`src/sv/wse_pkg.sv`:
```
// ----------------------------------------------------------------------------
// Wheel speed estimator package
// Shared widths, codes, register defaults and the divider status struct.
// ----------------------------------------------------------------------------
package wse_pkg;

    // request opcodes
    localparam logic OP_UPDATE  = 1'b0;
    localparam logic OP_RESTART = 1'b1;

    // configuration register indexes
    localparam int CFG_IDX_W = 2;
    localparam logic [CFG_IDX_W-1:0] CFG_MIN_WINDOW = 2'd0;
    localparam logic [CFG_IDX_W-1:0] CFG_TIMEOUT    = 2'd1;
    localparam logic [CFG_IDX_W-1:0] CFG_COUNTS_REV = 2'd2;
    localparam logic [CFG_IDX_W-1:0] CFG_CIRCUM     = 2'd3;

    localparam int CFG_W = 16;
    localparam logic [CFG_W-1:0] MIN_WINDOW_RST = 16'd20;
    localparam logic [CFG_W-1:0] TIMEOUT_RST    = 16'd200;
    localparam logic [CFG_W-1:0] COUNTS_REV_RST = 16'd360;
    localparam logic [CFG_W-1:0] CIRCUM_RST     = 16'd5632;

    // divider geometry: numerator < den * 2^QUOT_W is required on start
    localparam int QUOT_W = 32;
    localparam int DEN_W  = 48;
    localparam int NUM_W  = 58;
    localparam int CNT_W  = $clog2(QUOT_W);

    // shared multiplier operand widths
    localparam int MUL_A_W = 32;
    localparam int MUL_B_W = 32;
    localparam int MUL_P_W = MUL_A_W + MUL_B_W;

    // 1000 ms/s scaled to Q16.16
    localparam logic [MUL_B_W-1:0] RPS_SCALE = 32'd65536000;

    // divide by 5: (x * 0xCCCCCCCD) >> 34 is exact for any 32-bit x
    localparam logic [MUL_B_W-1:0] DIV5_RECIP = 32'hCCCC_CCCD;
    localparam int                 DIV5_SHIFT = 34;
    // floor(x / 5) for x = 2^32 and 2^32 + 1, the only 33-bit operands
    localparam logic [QUOT_W-1:0]  DIV5_TOP   = 32'd858993459;

    typedef struct packed {
        logic busy;
        logic done;
    } wse_div_stat_t;

endpackage

```
`src/sv/wse_div.sv`:
```
// ----------------------------------------------------------------------------
// Restoring divider
// Radix-2, one quotient bit per cycle.
// ----------------------------------------------------------------------------
module wse_div import wse_pkg::*;
(
    input  logic                clk,
    input  logic                rst_n,
    input  logic                start,
    input  logic [NUM_W-1:0]    num,
    input  logic [DEN_W-1:0]    den,
    output logic [QUOT_W-1:0]   quot,
    output wse_div_stat_t       stat
);

    logic [DEN_W-1:0]   rem_reg;
    logic [DEN_W-1:0]   rem_next;
    logic [QUOT_W-1:0]  shf_reg;
    logic [QUOT_W-1:0]  shf_next;
    logic [DEN_W-1:0]   den_reg;
    logic [CNT_W-1:0]   cnt_reg;
    logic               busy_reg;
    logic               done_reg;
    logic [DEN_W:0]     trial;
    logic [DEN_W:0]     trial_sub;
    logic               ge;

    // shift next numerator bit into the partial remainder, try a subtract
    always_comb
    begin
        trial     = {rem_reg, shf_reg[QUOT_W-1]};
        trial_sub = trial - {1'b0, den_reg};
        ge        = trial >= {1'b0, den_reg};
        rem_next  = ge ? trial_sub[DEN_W-1:0] : trial[DEN_W-1:0];
        shf_next  = {shf_reg[QUOT_W-2:0], ge};
    end

    always_ff @(posedge clk or negedge rst_n)
    begin
        if (!rst_n)
        begin
            rem_reg  <= '0;
            shf_reg  <= '0;
            den_reg  <= '0;
            cnt_reg  <= '0;
            busy_reg <= 1'b0;
            done_reg <= 1'b0;
        end
        else
        begin
            done_reg <= 1'b0;
            if (start)
            begin
                rem_reg  <= DEN_W'(num[NUM_W-1:QUOT_W]);
                shf_reg  <= num[QUOT_W-1:0];
                den_reg  <= den;
                cnt_reg  <= CNT_W'(QUOT_W - 1);
                busy_reg <= 1'b1;
            end
            else if (busy_reg)
            begin
                rem_reg <= rem_next;
                shf_reg <= shf_next;
                if (cnt_reg == '0)
                begin
                    busy_reg <= 1'b0;
                    done_reg <= 1'b1;
                end
                else
                begin
                    cnt_reg <= cnt_reg - 1'b1;
                end
            end
        end
    end

    assign quot      = shf_reg;
    assign stat.busy = busy_reg;
    assign stat.done = done_reg;

endmodule

```
`src/sv/wheel_speed_estimator.sv`:
```
// ----------------------------------------------------------------------------
// Wheel speed estimator
// Windowed encoder speed with a 1/5-weight exponential filter, fixed point.
// ----------------------------------------------------------------------------
// One request in, one result out. A request is taken only while the block is
// idle; a finished result may still wait in the output register meanwhile.
// A restart, a request without encoder movement, or a tick that does not
// close a speed window goes from the update step to the cm/s product and on
// to the output register. A tick that closes a window (window nonzero and
// at least min_window_ms long, nonzero counts per revolution) makes one pass
// through the radix-2 divider for the instant speed plus four products on
// the shared 32x32 multiplier (denominator, scaled counts, reciprocal divide
// by 5 of the filter step, cm/s). When the instant speed is known to saturate
// the divider is skipped. A result still waiting in the output register holds
// the sequencer in its last state until taken. Results are Q16.16 rev/s and
// cm/s rounded half away from zero, saturated. Configuration is written
// through cfg_we/cfg_index/cfg_data; the user must write it only while idle,
// and the block itself does not enforce this.
// ----------------------------------------------------------------------------
module wheel_speed_estimator import wse_pkg::*;
(
    input  logic                    clk,
    input  logic                    rst_n,

    input  logic                    cfg_we,
    input  logic [CFG_IDX_W-1:0]    cfg_index,
    input  logic [CFG_W-1:0]        cfg_data,

    input  logic                    req_valid,
    output logic                    req_ready,
    input  logic                    operation,
    input  logic signed [31:0]      encoder_count,
    input  logic [31:0]             time_ms,

    output logic                    rsp_valid,
    input  logic                    rsp_ready,
    output logic signed [31:0]      total_count,
    output logic signed [31:0]      speed_rps_q16,
    output logic signed [15:0]      speed_cms
);

    typedef enum logic [3:0] {
        S_IDLE,
        S_UPD,       // delta, window bookkeeping, timeout
        S_MULD,      // den = counts per revolution * window ms
        S_MULM,      // |window counts| * 65536000
        S_NUM,       // add den/2 for rounding
        S_CHK,       // quotient overflow check
        S_DIV_GO,
        S_DIV_WAIT,
        S_INST,      // saturate instant speed, diff against filter
        S_FNUM,      // (|diff| + 2) / 5 by reciprocal multiply
        S_FADD,      // filter update
        S_CMSM,      // |filtered| * circumference
        S_OUT
    } state_t;

    state_t state_reg;

    // configuration
    logic [CFG_W-1:0] min_window_reg;
    logic [CFG_W-1:0] timeout_reg;
    logic [CFG_W-1:0] counts_rev_reg;
    logic [CFG_W-1:0] circum_reg;

    // captured request
    logic        op_reg;
    logic [31:0] cur_reg;
    logic [31:0] now_reg;

    // estimator state
    logic [31:0] prev_reg;
    logic [31:0] total_reg;
    logic [31:0] wc_reg;
    logic [31:0] filt_reg;
    logic [31:0] wstart_reg;
    logic [31:0] last_reg;

    // datapath scratch
    logic [31:0]        dt_reg;
    logic [DEN_W-1:0]   den_reg;
    logic [MUL_P_W-1:0] prod_reg;
    logic [NUM_W-1:0]   num_reg;
    logic [QUOT_W-1:0]  q_reg;
    logic [32:0]        diff_reg;

    // result register
    logic        rsp_valid_reg;
    logic [31:0] rsp_total_reg;
    logic [31:0] rsp_speed_reg;
    logic [15:0] rsp_cms_reg;

    // combinational
    logic signed [32:0] delta;
    logic [15:0]        d16;
    logic [31:0]        d32;
    logic [31:0]        wc_add;
    logic [31:0]        dt_now;
    logic               close_ok;
    logic               timeout_hit;
    logic [31:0]        wc_abs;
    logic [31:0]        filt_abs;
    logic [MUL_A_W-1:0] mul_a;
    logic [MUL_B_W-1:0] mul_b;
    logic [MUL_P_W-1:0] mul_p;
    logic [31:0]        inst;
    logic [32:0]        diff_next;
    logic [32:0]        diff_abs;
    logic [32:0]        filt_num;
    logic [46:0]        cms_mag;
    logic [22:0]        cms_r;
    logic [15:0]        cms_next;
    logic               div_start;
    logic [QUOT_W-1:0]  div_quot;
    wse_div_stat_t      div_stat;

    // ---- update decode: clamped delta, window and timeout tests ----
    always_comb
    begin
        delta = $signed({cur_reg[31], cur_reg}) - $signed({prev_reg[31], prev_reg});
        if (delta > 33'sd32767)
            d16 = 16'h7FFF;
        else if (delta < -33'sd32768)
            d16 = 16'h8000;
        else
            d16 = delta[15:0];
        d32         = {{16{d16[15]}}, d16};
        wc_add      = wc_reg + d32;
        dt_now      = now_reg - wstart_reg;
        // zero window length or zero counts per revolution keeps the window open
        close_ok    = (dt_now >= {16'd0, min_window_reg}) && (dt_now != '0)
                      && (counts_rev_reg != '0);
        timeout_hit = (last_reg != '0) && ((now_reg - last_reg) > {16'd0, timeout_reg});
    end

    // ---- shared multiplier ----
    always_comb
    begin
        wc_abs   = wc_reg[31] ? (~wc_reg + 32'd1) : wc_reg;
        filt_abs = filt_reg[31] ? (~filt_reg + 32'd1) : filt_reg;
        case (state_reg)
            S_MULD:
            begin
                mul_a = dt_reg;
                mul_b = MUL_B_W'(counts_rev_reg);
            end
            S_MULM:
            begin
                mul_a = wc_abs;
                mul_b = RPS_SCALE;
            end
            S_FNUM:
            begin
                mul_a = filt_num[31:0];
                mul_b = DIV5_RECIP;
            end
            default:
            begin
                mul_a = filt_abs;
                mul_b = MUL_B_W'(circum_reg);
            end
        endcase
        mul_p = MUL_P_W'(mul_a) * MUL_P_W'(mul_b);
    end

    // ---- instant speed saturation, filter difference ----
    always_comb
    begin
        if (!wc_reg[31])
            inst = q_reg[31] ? 32'h7FFF_FFFF : q_reg;
        else
            inst = (q_reg > 32'h8000_0000) ? 32'h8000_0000 : (~q_reg + 32'd1);
        diff_next = {inst[31], inst} - {filt_reg[31], filt_reg};
        diff_abs  = diff_reg[32] ? (~diff_reg + 33'd1) : diff_reg;
        // at most 2^32 + 1
        filt_num  = diff_abs + 33'd2;
    end

    // ---- cm/s: (|speed * circ| + 2^23) >> 24, saturate to int16 ----
    always_comb
    begin
        cms_mag = prod_reg[46:0] + 47'h80_0000;
        cms_r   = cms_mag[46:24];
        if (!filt_reg[31])
            cms_next = (cms_r > 23'd32767) ? 16'h7FFF : cms_r[15:0];
        else
            cms_next = (cms_r > 23'd32768) ? 16'h8000 : (~cms_r[15:0] + 16'd1);
    end

    assign div_start = (state_reg == S_DIV_GO);

    wse_div u_div (
        .clk   (clk),
        .rst_n (rst_n),
        .start (div_start),
        .num   (num_reg),
        .den   (den_reg),
        .quot  (div_quot),
        .stat  (div_stat)
    );

    // ---- configuration registers ----
    always_ff @(posedge clk or negedge rst_n)
    begin
        if (!rst_n)
        begin
            min_window_reg <= MIN_WINDOW_RST;
            timeout_reg    <= TIMEOUT_RST;
            counts_rev_reg <= COUNTS_REV_RST;
            circum_reg     <= CIRCUM_RST;
        end
        else if (cfg_we)
        begin
            case (cfg_index)
                CFG_MIN_WINDOW: min_window_reg <= cfg_data;
                CFG_TIMEOUT:    timeout_reg    <= cfg_data;
                CFG_COUNTS_REV: counts_rev_reg <= cfg_data;
                CFG_CIRCUM:     circum_reg     <= cfg_data;
                default:        ;
            endcase
        end
    end

    // ---- sequencer ----
    always_ff @(posedge clk or negedge rst_n)
    begin
        if (!rst_n)
        begin
            state_reg     <= S_IDLE;
            op_reg        <= OP_UPDATE;
            cur_reg       <= '0;
            now_reg       <= '0;
            prev_reg      <= '0;
            total_reg     <= '0;
            wc_reg        <= '0;
            filt_reg      <= '0;
            wstart_reg    <= '0;
            last_reg      <= '0;
            dt_reg        <= '0;
            den_reg       <= '0;
            prod_reg      <= '0;
            num_reg       <= '0;
            q_reg         <= '0;
            diff_reg      <= '0;
            rsp_valid_reg <= 1'b0;
            rsp_total_reg <= '0;
            rsp_speed_reg <= '0;
            rsp_cms_reg   <= '0;
        end
        else
        begin
            // in S_OUT a taken result is replaced by the new one below
            if (rsp_valid_reg && rsp_ready && (state_reg != S_OUT))
                rsp_valid_reg <= 1'b0;

            case (state_reg)
                S_IDLE:
                begin
                    if (req_valid)
                    begin
                        op_reg    <= operation;
                        cur_reg   <= encoder_count;
                        now_reg   <= time_ms;
                        state_reg <= S_UPD;
                    end
                end

                S_UPD:
                begin
                    state_reg <= S_CMSM;
                    if (op_reg == OP_RESTART)
                    begin
                        prev_reg   <= cur_reg;
                        total_reg  <= '0;
                        wc_reg     <= '0;
                        filt_reg   <= '0;
                        wstart_reg <= '0;
                        last_reg   <= '0;
                    end
                    else if (d16 != '0)
                    begin
                        // a tick refreshes last_reg to now, so no timeout here
                        total_reg <= total_reg + d32;
                        prev_reg  <= cur_reg;
                        last_reg  <= now_reg;
                        if (wstart_reg == '0)
                        begin
                            wc_reg     <= '0;
                            wstart_reg <= now_reg;
                        end
                        else
                        begin
                            wc_reg <= wc_add;
                            if (close_ok)
                            begin
                                wstart_reg <= now_reg;
                                dt_reg     <= dt_now;
                                state_reg  <= S_MULD;
                            end
                        end
                    end
                    else if (timeout_hit)
                    begin
                        filt_reg   <= '0;
                        wc_reg     <= '0;
                        wstart_reg <= '0;
                    end
                end

                S_MULD:
                begin
                    den_reg   <= mul_p[DEN_W-1:0];
                    state_reg <= S_MULM;
                end

                S_MULM:
                begin
                    prod_reg  <= mul_p;
                    state_reg <= S_NUM;
                end

                S_NUM:
                begin
                    num_reg   <= prod_reg[NUM_W-1:0] + NUM_W'(den_reg[DEN_W-1:1]);
                    state_reg <= S_CHK;
                end

                S_CHK:
                begin
                    // quotient would need more than 32 bits: saturates anyway
                    if (DEN_W'(num_reg[NUM_W-1:QUOT_W]) >= den_reg)
                    begin
                        q_reg     <= '1;
                        state_reg <= S_INST;
                    end
                    else
                    begin
                        state_reg <= S_DIV_GO;
                    end
                end

                S_DIV_GO:
                begin
                    state_reg <= S_DIV_WAIT;
                end

                S_DIV_WAIT:
                begin
                    if (div_stat.done)
                    begin
                        q_reg     <= div_quot;
                        state_reg <= S_INST;
                    end
                end

                S_INST:
                begin
                    diff_reg  <= diff_next;
                    state_reg <= S_FNUM;
                end

                S_FNUM:
                begin
                    q_reg     <= filt_num[32] ? DIV5_TOP
                                              : QUOT_W'(mul_p[MUL_P_W-1:DIV5_SHIFT]);
                    state_reg <= S_FADD;
                end

                S_FADD:
                begin
                    filt_reg  <= diff_reg[32] ? (filt_reg - q_reg) : (filt_reg + q_reg);
                    wc_reg    <= '0;
                    state_reg <= S_CMSM;
                end

                S_CMSM:
                begin
                    prod_reg  <= mul_p;
                    state_reg <= S_OUT;
                end

                S_OUT:
                begin
                    if (!rsp_valid_reg || rsp_ready)
                    begin
                        rsp_valid_reg <= 1'b1;
                        rsp_total_reg <= total_reg;
                        rsp_speed_reg <= filt_reg;
                        rsp_cms_reg   <= cms_next;
                        state_reg     <= S_IDLE;
                    end
                end

                default:
                begin
                    state_reg <= S_IDLE;
                end
            endcase
        end
    end

    assign req_ready     = (state_reg == S_IDLE);
    assign rsp_valid     = rsp_valid_reg;
    assign total_count   = signed'(rsp_total_reg);
    assign speed_rps_q16 = signed'(rsp_speed_reg);
    assign speed_cms     = signed'(rsp_cms_reg);

`ifndef SYNTHESIS
    // divider runs only while the sequencer waits for it
    a_div_busy: assert property (@(posedge clk) disable iff (!rst_n)
        div_stat.busy |-> state_reg == S_DIV_WAIT)
        else $error("divider busy outside S_DIV_WAIT");

    a_div_done: assert property (@(posedge clk) disable iff (!rst_n)
        div_stat.done |-> state_reg == S_DIV_WAIT)
        else $error("divider done outside S_DIV_WAIT");

    // an unopened window holds no counts between requests
    a_window_empty: assert property (@(posedge clk) disable iff (!rst_n)
        (state_reg == S_IDLE && wstart_reg == '0) |-> wc_reg == '0)
        else $error("window counts without window start");

    // filter state moves only while a request is being worked
    a_filt_idle: assert property (@(posedge clk) disable iff (!rst_n)
        state_reg == S_IDLE |=> $stable(filt_reg))
        else $error("filtered speed changed while idle");
`endif

endmodule
```
`config.mk`:
```
export PLATFORM = sky130hd
export DESIGN_NAME = wheel_speed_estimator
export DESIGN_NICKNAME = d
export VERILOG_FILES = /design/src/sv/wse_pkg.sv /design/src/sv/wse_div.sv /design/src/sv/wheel_speed_estimator.sv
export SDC_FILE = /design/constraint.sdc
export NUM_CORES = 2
export LEC_CHECK = 0
export BUFFER_PORTS_ARGS = -buffer_cell sky130_fd_sc_hd__clkbuf_2
export CAP_MARGIN = 20
export CORE_ASPECT_RATIO = 1.25
export CORE_UTILIZATION = 45
export CTS_CLUSTER_DIAMETER = 40
export DETAILED_ROUTE_END_ITERATION = 10
export HOLD_SLACK_MARGIN = 0.02
export PLACE_DENSITY = 0.57
export RECOVER_POWER = 50
export SYNTH_ARGS = -nofsm -noshare
export SYNTH_HDL_FRONTEND = slang
export SYNTH_HIERARCHICAL = 1
export SYNTH_SLANG_ARGS = --single-unit
```
`constraint.sdc`:
```
create_clock -name clk -period 14.5 [get_ports clk]
set_clock_uncertainty 0.1 [all_clocks]
set_input_delay 1.45 -clock clk [delete_from_list [all_inputs] [get_ports clk]]
set_output_delay 1.45 -clock clk [all_outputs]
set_load 0.05 [all_outputs]
```
# [Word level (Yosys, flattened, before mapping)]
# Index checks and enable logic that the tools add are counted.
[word_totals] regBits=802 latch_bits=0 ramBits=0 romBits=0 inputBits=88 out_inout_bits=82 word_cells=187 memories=0
[classes] add_sub_neg=18 mul=1 div=0 magnitude_cmp=9 eq_ne=25 shift=0 mux=62 bitwise_logic=7 n_reduce_logical=35
[ops] operator="32-bit 2-to-1 mux" n=25
[ops] operator="32-bit case mux with 3 select lines" n=3
[ops] operator="48-bit 2-to-1 mux" n=3
[ops] operator="32-bit case mux with 2 select lines" n=2
[ops] operator="32-bit by 1-bit adder with 32-bit output, second input constant" n=3
[ops] operator="32-bit adder" n=3
[ops] operator="32-bit inverter" n=3
[ops] operator="32-bit subtractor" n=3
[ops] operator="16-bit 2-to-1 mux" n=5
[ops] operator="32-bit by 32-bit subtractor with 33-bit output" n=2
[ops] operator="32-bit by 32-bit multiplier with 64-bit output" n=1
[ops] operator="32-bit nonzero test" n=2
[ops] operator="58-bit by 47-bit adder with 58-bit output" n=1
[ops] operator="4-bit case mux with 13 select lines" n=1
[ops] operator="49-bit by 48-bit greater-or-equal comparator with 1-bit output" n=1
[ops] operator="26-bit by 48-bit greater-or-equal comparator with 1-bit output" n=1
[ops] operator="48-bit subtractor" n=1
[ops] operator="47-bit by 24-bit adder with 47-bit output, second input constant" n=1
[ops] operator="33-bit by 1-bit adder with 33-bit output, second input constant" n=1
[ops] operator="33-bit by 2-bit adder with 33-bit output, second input constant" n=1
[ops] operator="33-bit by 16-bit > comparator with 1-bit output, second input constant" n=1
[ops] operator="33-bit by 16-bit less-than comparator with 1-bit output, second input constant" n=1
[ops] operator="33-bit 2-to-1 mux" n=1
[ops] operator="33-bit inverter" n=1
[ops] operator="39 further kinds" n=90

# [Depth between registers and ports, before layout]
[depth] word_depth=9 mapped_depth=46 depth_no_buf=45

# [Modules after synthesis]
# Netlist, hierarchy kept.
[by_module_without_submodules] mod="wheel_speed_estimator" instances=1 cells_each=8584 area_per_inst_um2=75219.6 seq_area_each_um2=16706.0
[by_module_without_submodules] mod="wse_div" instances=1 cells_each=1133 area_per_inst_um2=9350.2 seq_area_each_um2=3378.2

# [Worst setup path after synthesis]
# No wires, ideal clock.
[synth_timing] kind="reg2reg" startpoint="register diff_reg[0]" endpoint="register q_reg[29]" setup_time_ns=0.120 t_arrival_ns=11.442 required_time_ns=14.280 setup_slack_ns=2.838 path_stages_with_launch=46 n_path_buf=2 synth_period_minus_slack_ns=11.662 path_cell_list="dfrtp_1 inv_1 ha_1 or4b_1 a2111oi_0 o21ai_0 a2111oi_2 nor4b_1 and2_1 nand4_2 o21ba_2 or3_1 inv_2 nor2_1 nand2_1 and2_1 buf_4 nand2_1 [10 not listed] inv_1 fa_1 inv_1 fa_1 inv_1 ha_1 clkbuf_1 a21o_1 a21o_1 a221o_1 a31oi_1 o31ai_1 a31oi_1 o311ai_0 nand2_1 nor2_1 or4b_2 a31o_2"
[synth_between] elab_chain_cells=8
[synth_lines] element="start, declared" line="wheel_speed_estimator.sv:85" text="logic [32:0] diff_reg;"
[synth_lines] element="start signal, assigned" line="wheel_speed_estimator.sv:358" text="diff_reg <= diff_next;"
[synth_lines] element="33-bit inverter" line="wheel_speed_estimator.sv:174" text="diff_abs = diff_reg[32] ? (~diff_reg + 33'd1) : diff_reg;"
[synth_lines] element="33-bit by 1-bit adder with 33-bit output" line="wheel_speed_estimator.sv:174"
[synth_lines] element="33-bit 2-to-1 mux *" line="wheel_speed_estimator.sv:174"
[synth_lines] element="33-bit by 2-bit adder with 33-bit output *" line="wheel_speed_estimator.sv:176" text="filt_num = diff_abs + 33'd2;"
[synth_lines] element="32-bit case mux with 3 select lines" line="wheel_speed_estimator.sv:141" text="case (state_reg)"
[synth_lines] element="32-bit by 32-bit multiplier with 64-bit output" line="wheel_speed_estimator.sv:163" text="mul_p = MUL_P_W'(mul_a) * MUL_P_W'(mul_b);"
[synth_lines] element="30-bit 2-to-1 mux *" line="wheel_speed_estimator.sv:364" text="q_reg <= filt_num[32] ? DIV5_TOP"
[synth_lines] element="32-bit case mux with 3 select lines *" line="wheel_speed_estimator.sv:256" text="case (state_reg)"
[synth_lines] element="end signal, assigned" line="wheel_speed_estimator.sv:351" text="q_reg <= div_quot;"
[synth_lines] element="end signal, assigned" line="wheel_speed_estimator.sv:364"
[synth_lines] element="end, declared" line="wheel_speed_estimator.sv:84" text="logic [QUOT_W-1:0] q_reg;"
# Mark *: on every way between the ends. The rest lies on a longest branch, timed or not.
# A chain may end at the register's enable or synchronous reset.

# [Final worst setup path]
# Ends and elaborated chain as after synthesis.

==> results.md <==
- Max-slew headroom: -372%
- Vias in the first global route: between 70000 and 80000
- Routed WL per cell: roughly 23 um
- First-pass DRT Iterations: 6
- Post-CTS Hold Fix Bufs: 0
- Final WL: 280000 um
- Max_cap viols: 16
- CTS tree: yes
- Worst EP required: between 15 and 20 ns
- Detail Route Antenna Nets: 0
- Final setup viols: 0
- Chip Width: around 390 um
- Minimum clock period: around 14 ns
- Post-Syn Nets: about 11000
- Setup bufs post-CTS: 0
- Critical Path AT: 14.10 ns
- DR top layer: met5
- Fin. max-slew vios: between 1000 and 1500
- # H-tree levels: 4
- Setup_tns: 0 ns
- Clock tree buffer depth: 3
- Last weighted congestion value of the routability-driven placer: 0.995
- WL met3: around 12000 um
- Critical Path End Type: flop
- CP top delay family: adder cells
- Slew @ Worst Pin: 7.09 ns
- Largest net degree at the start of global routing: 125
- Total congestion overflow: 0
- Share of cells above drive strength 1: around 7.7%
- Critical path type: flop to flop
- Sink Count: around 800
- Startpoint type of the worst setup path: flop
- Post-cts resize count: 0
- Port Buffer Count: roughly 170
- HP Class: flop to flop
- Hold Vio Cnt, Final: 0
- Synthesized area: roughly 0.085 mm2
- YS warnings: 6
- Fmax: approximately 74 MHz
- Worst Path Buf+Inv: 9
- WL met1: ~110000 um
- CTS clk-pin slew, worst paths: 0.06 ns
- Layout net count: approximately 11000
- Crit-path slowest cell: or4b_2
- Failing checks: max-capacitance violations, max-slew violations
- Die area: approximately 0.19 mm2
- Pre-CTS setup slack: approximately 1.1 ns
- First-pass GRT wire length: ~430000 um
- Iter 0 DRT Violations: 4324
- Post-Syn Instances: between 9000 and 10000
- DRC viols: 0
- Syn_area_per_cell: 8.70 um2
- Initial Utilization: between 40% and 50%
- Total GRT Usage: between 20 and 30%
- Final worst path period share: 93.2%
- Met2 wire len: roughly 140000 um
- Initial antenna violation count: 3
- Setup WS post-layout: between 0.9 and 1 ns
- CP max FO: 8
- CTS Buf Count: approximately 140
- Crit-path max cell delay: 0.64 ns
- Hpwl dp: 227000 um
- Unrepaired setup endpoints after global routing: no
- Worst skew pair latency: ~0.8 ns
- Via count: 69688
- Core area: around 0.19 mm2
- Outcome: finished with violations
- FP Rows: 177
- Io pins: 170
- Synth-to-layout area growth: 10.2%
- Fill cells: between 15000 and 20000
- Die height: about 490 um
- Vias per Instance: 5.63
- Root Driver: clkbuf_16
worst register-to-register path: cells and delay by family, from the launching register on:
family / cells / cell delay, ns
and+or+nand+nor: 9 / 2.87
DFF: 1 / 0.40
AOI/OAI and AO/OA: 14 / 4.38
adders and majority gates: 10 / 4.77
buffers and inverters: 9 / 0.66
xor gates and xnor gates: 1 / 0.19
cell type report:
| type | instances | area (um2) | share of cell area, % |
|---|---|---|---|
| diodes | 1 | 2.50 | 0.00269 |
| clock buffers | 153 | 3610 | 3.88 |
| clock inverters | 101 | 1410 | 1.52 |
| flip-flops and latches | 802 | 20100 | 21.6 |
| inverters | 1371 | 5150 | 5.52 |
| multi-input cells | 7132 | 57900 | 62.1 |
| repair buffers | 322 | 1880 | 2.02 |
| well taps | 2506 | 3140 | 3.37 |
path summary, 6_finish.rpt:
kind                                 startpoint                end  slack [ns]  cells after the start
worst min register to register  total_count[26]    total_count[26]        0.37                      2
worst min-delay path            total_count[26]    total_count[26]        0.37                      2
worst max-delay path                diff_reg[0]          q_reg[29]        0.99                     43
min in group asynchronous                 rst_n  u_div/rem_reg[32]        3.20                      1
worst max register to register      diff_reg[0]          q_reg[29]        0.99                     43
max in group asynchronous                 rst_n        den_reg[16]        2.37                      4
per-layer routing:
layer / vias up / GRT usage, %
met5: - / 0
li1: 32873 / -
met3: 506 / 3.58
met2: 1839 / 51.0
met4: 4 / 18.0
met1: 34466 / 35.4
per-stage QoR:
| step | std cells | area [um2] | hold slack [ns] | util, % |
|---|---|---|---|---|
| 3_3_place_gp | 12124 | 88200 | 0.361 | 47.3 |
| 4_1_cts | 12382 | 93300 | 0.378 | 50.0 |
| 5_1_grt | 12388 | 93200 | 0.399 | 50.0 |
| 6_report | 12388 | 93200 | 0.372 | 50.0 |
| 3_5_place_dp | 12128 | 88300 | 0.364 | 47.3 |
| 2_1_floorplan | 9716 | 84600 | 0.348 | - |
layout by cell type, fill, tap and decap left out, drive strengths merged, types with 165 or more instances in the layout:
cell type,instances
dfrtp,790
inv,1404
clkbuf,339
mux2,197
nor2,732
fa,744
ha,765
a21o,193
nand3,207
xor2,189
nand2,1032
nor3,165
o21ai,657
a21oi,472
xnor2,280
Power is left out: the tool's default activity adds up to more than one toggle a clock period on the data nets, which glitch-free logic cannot reach.
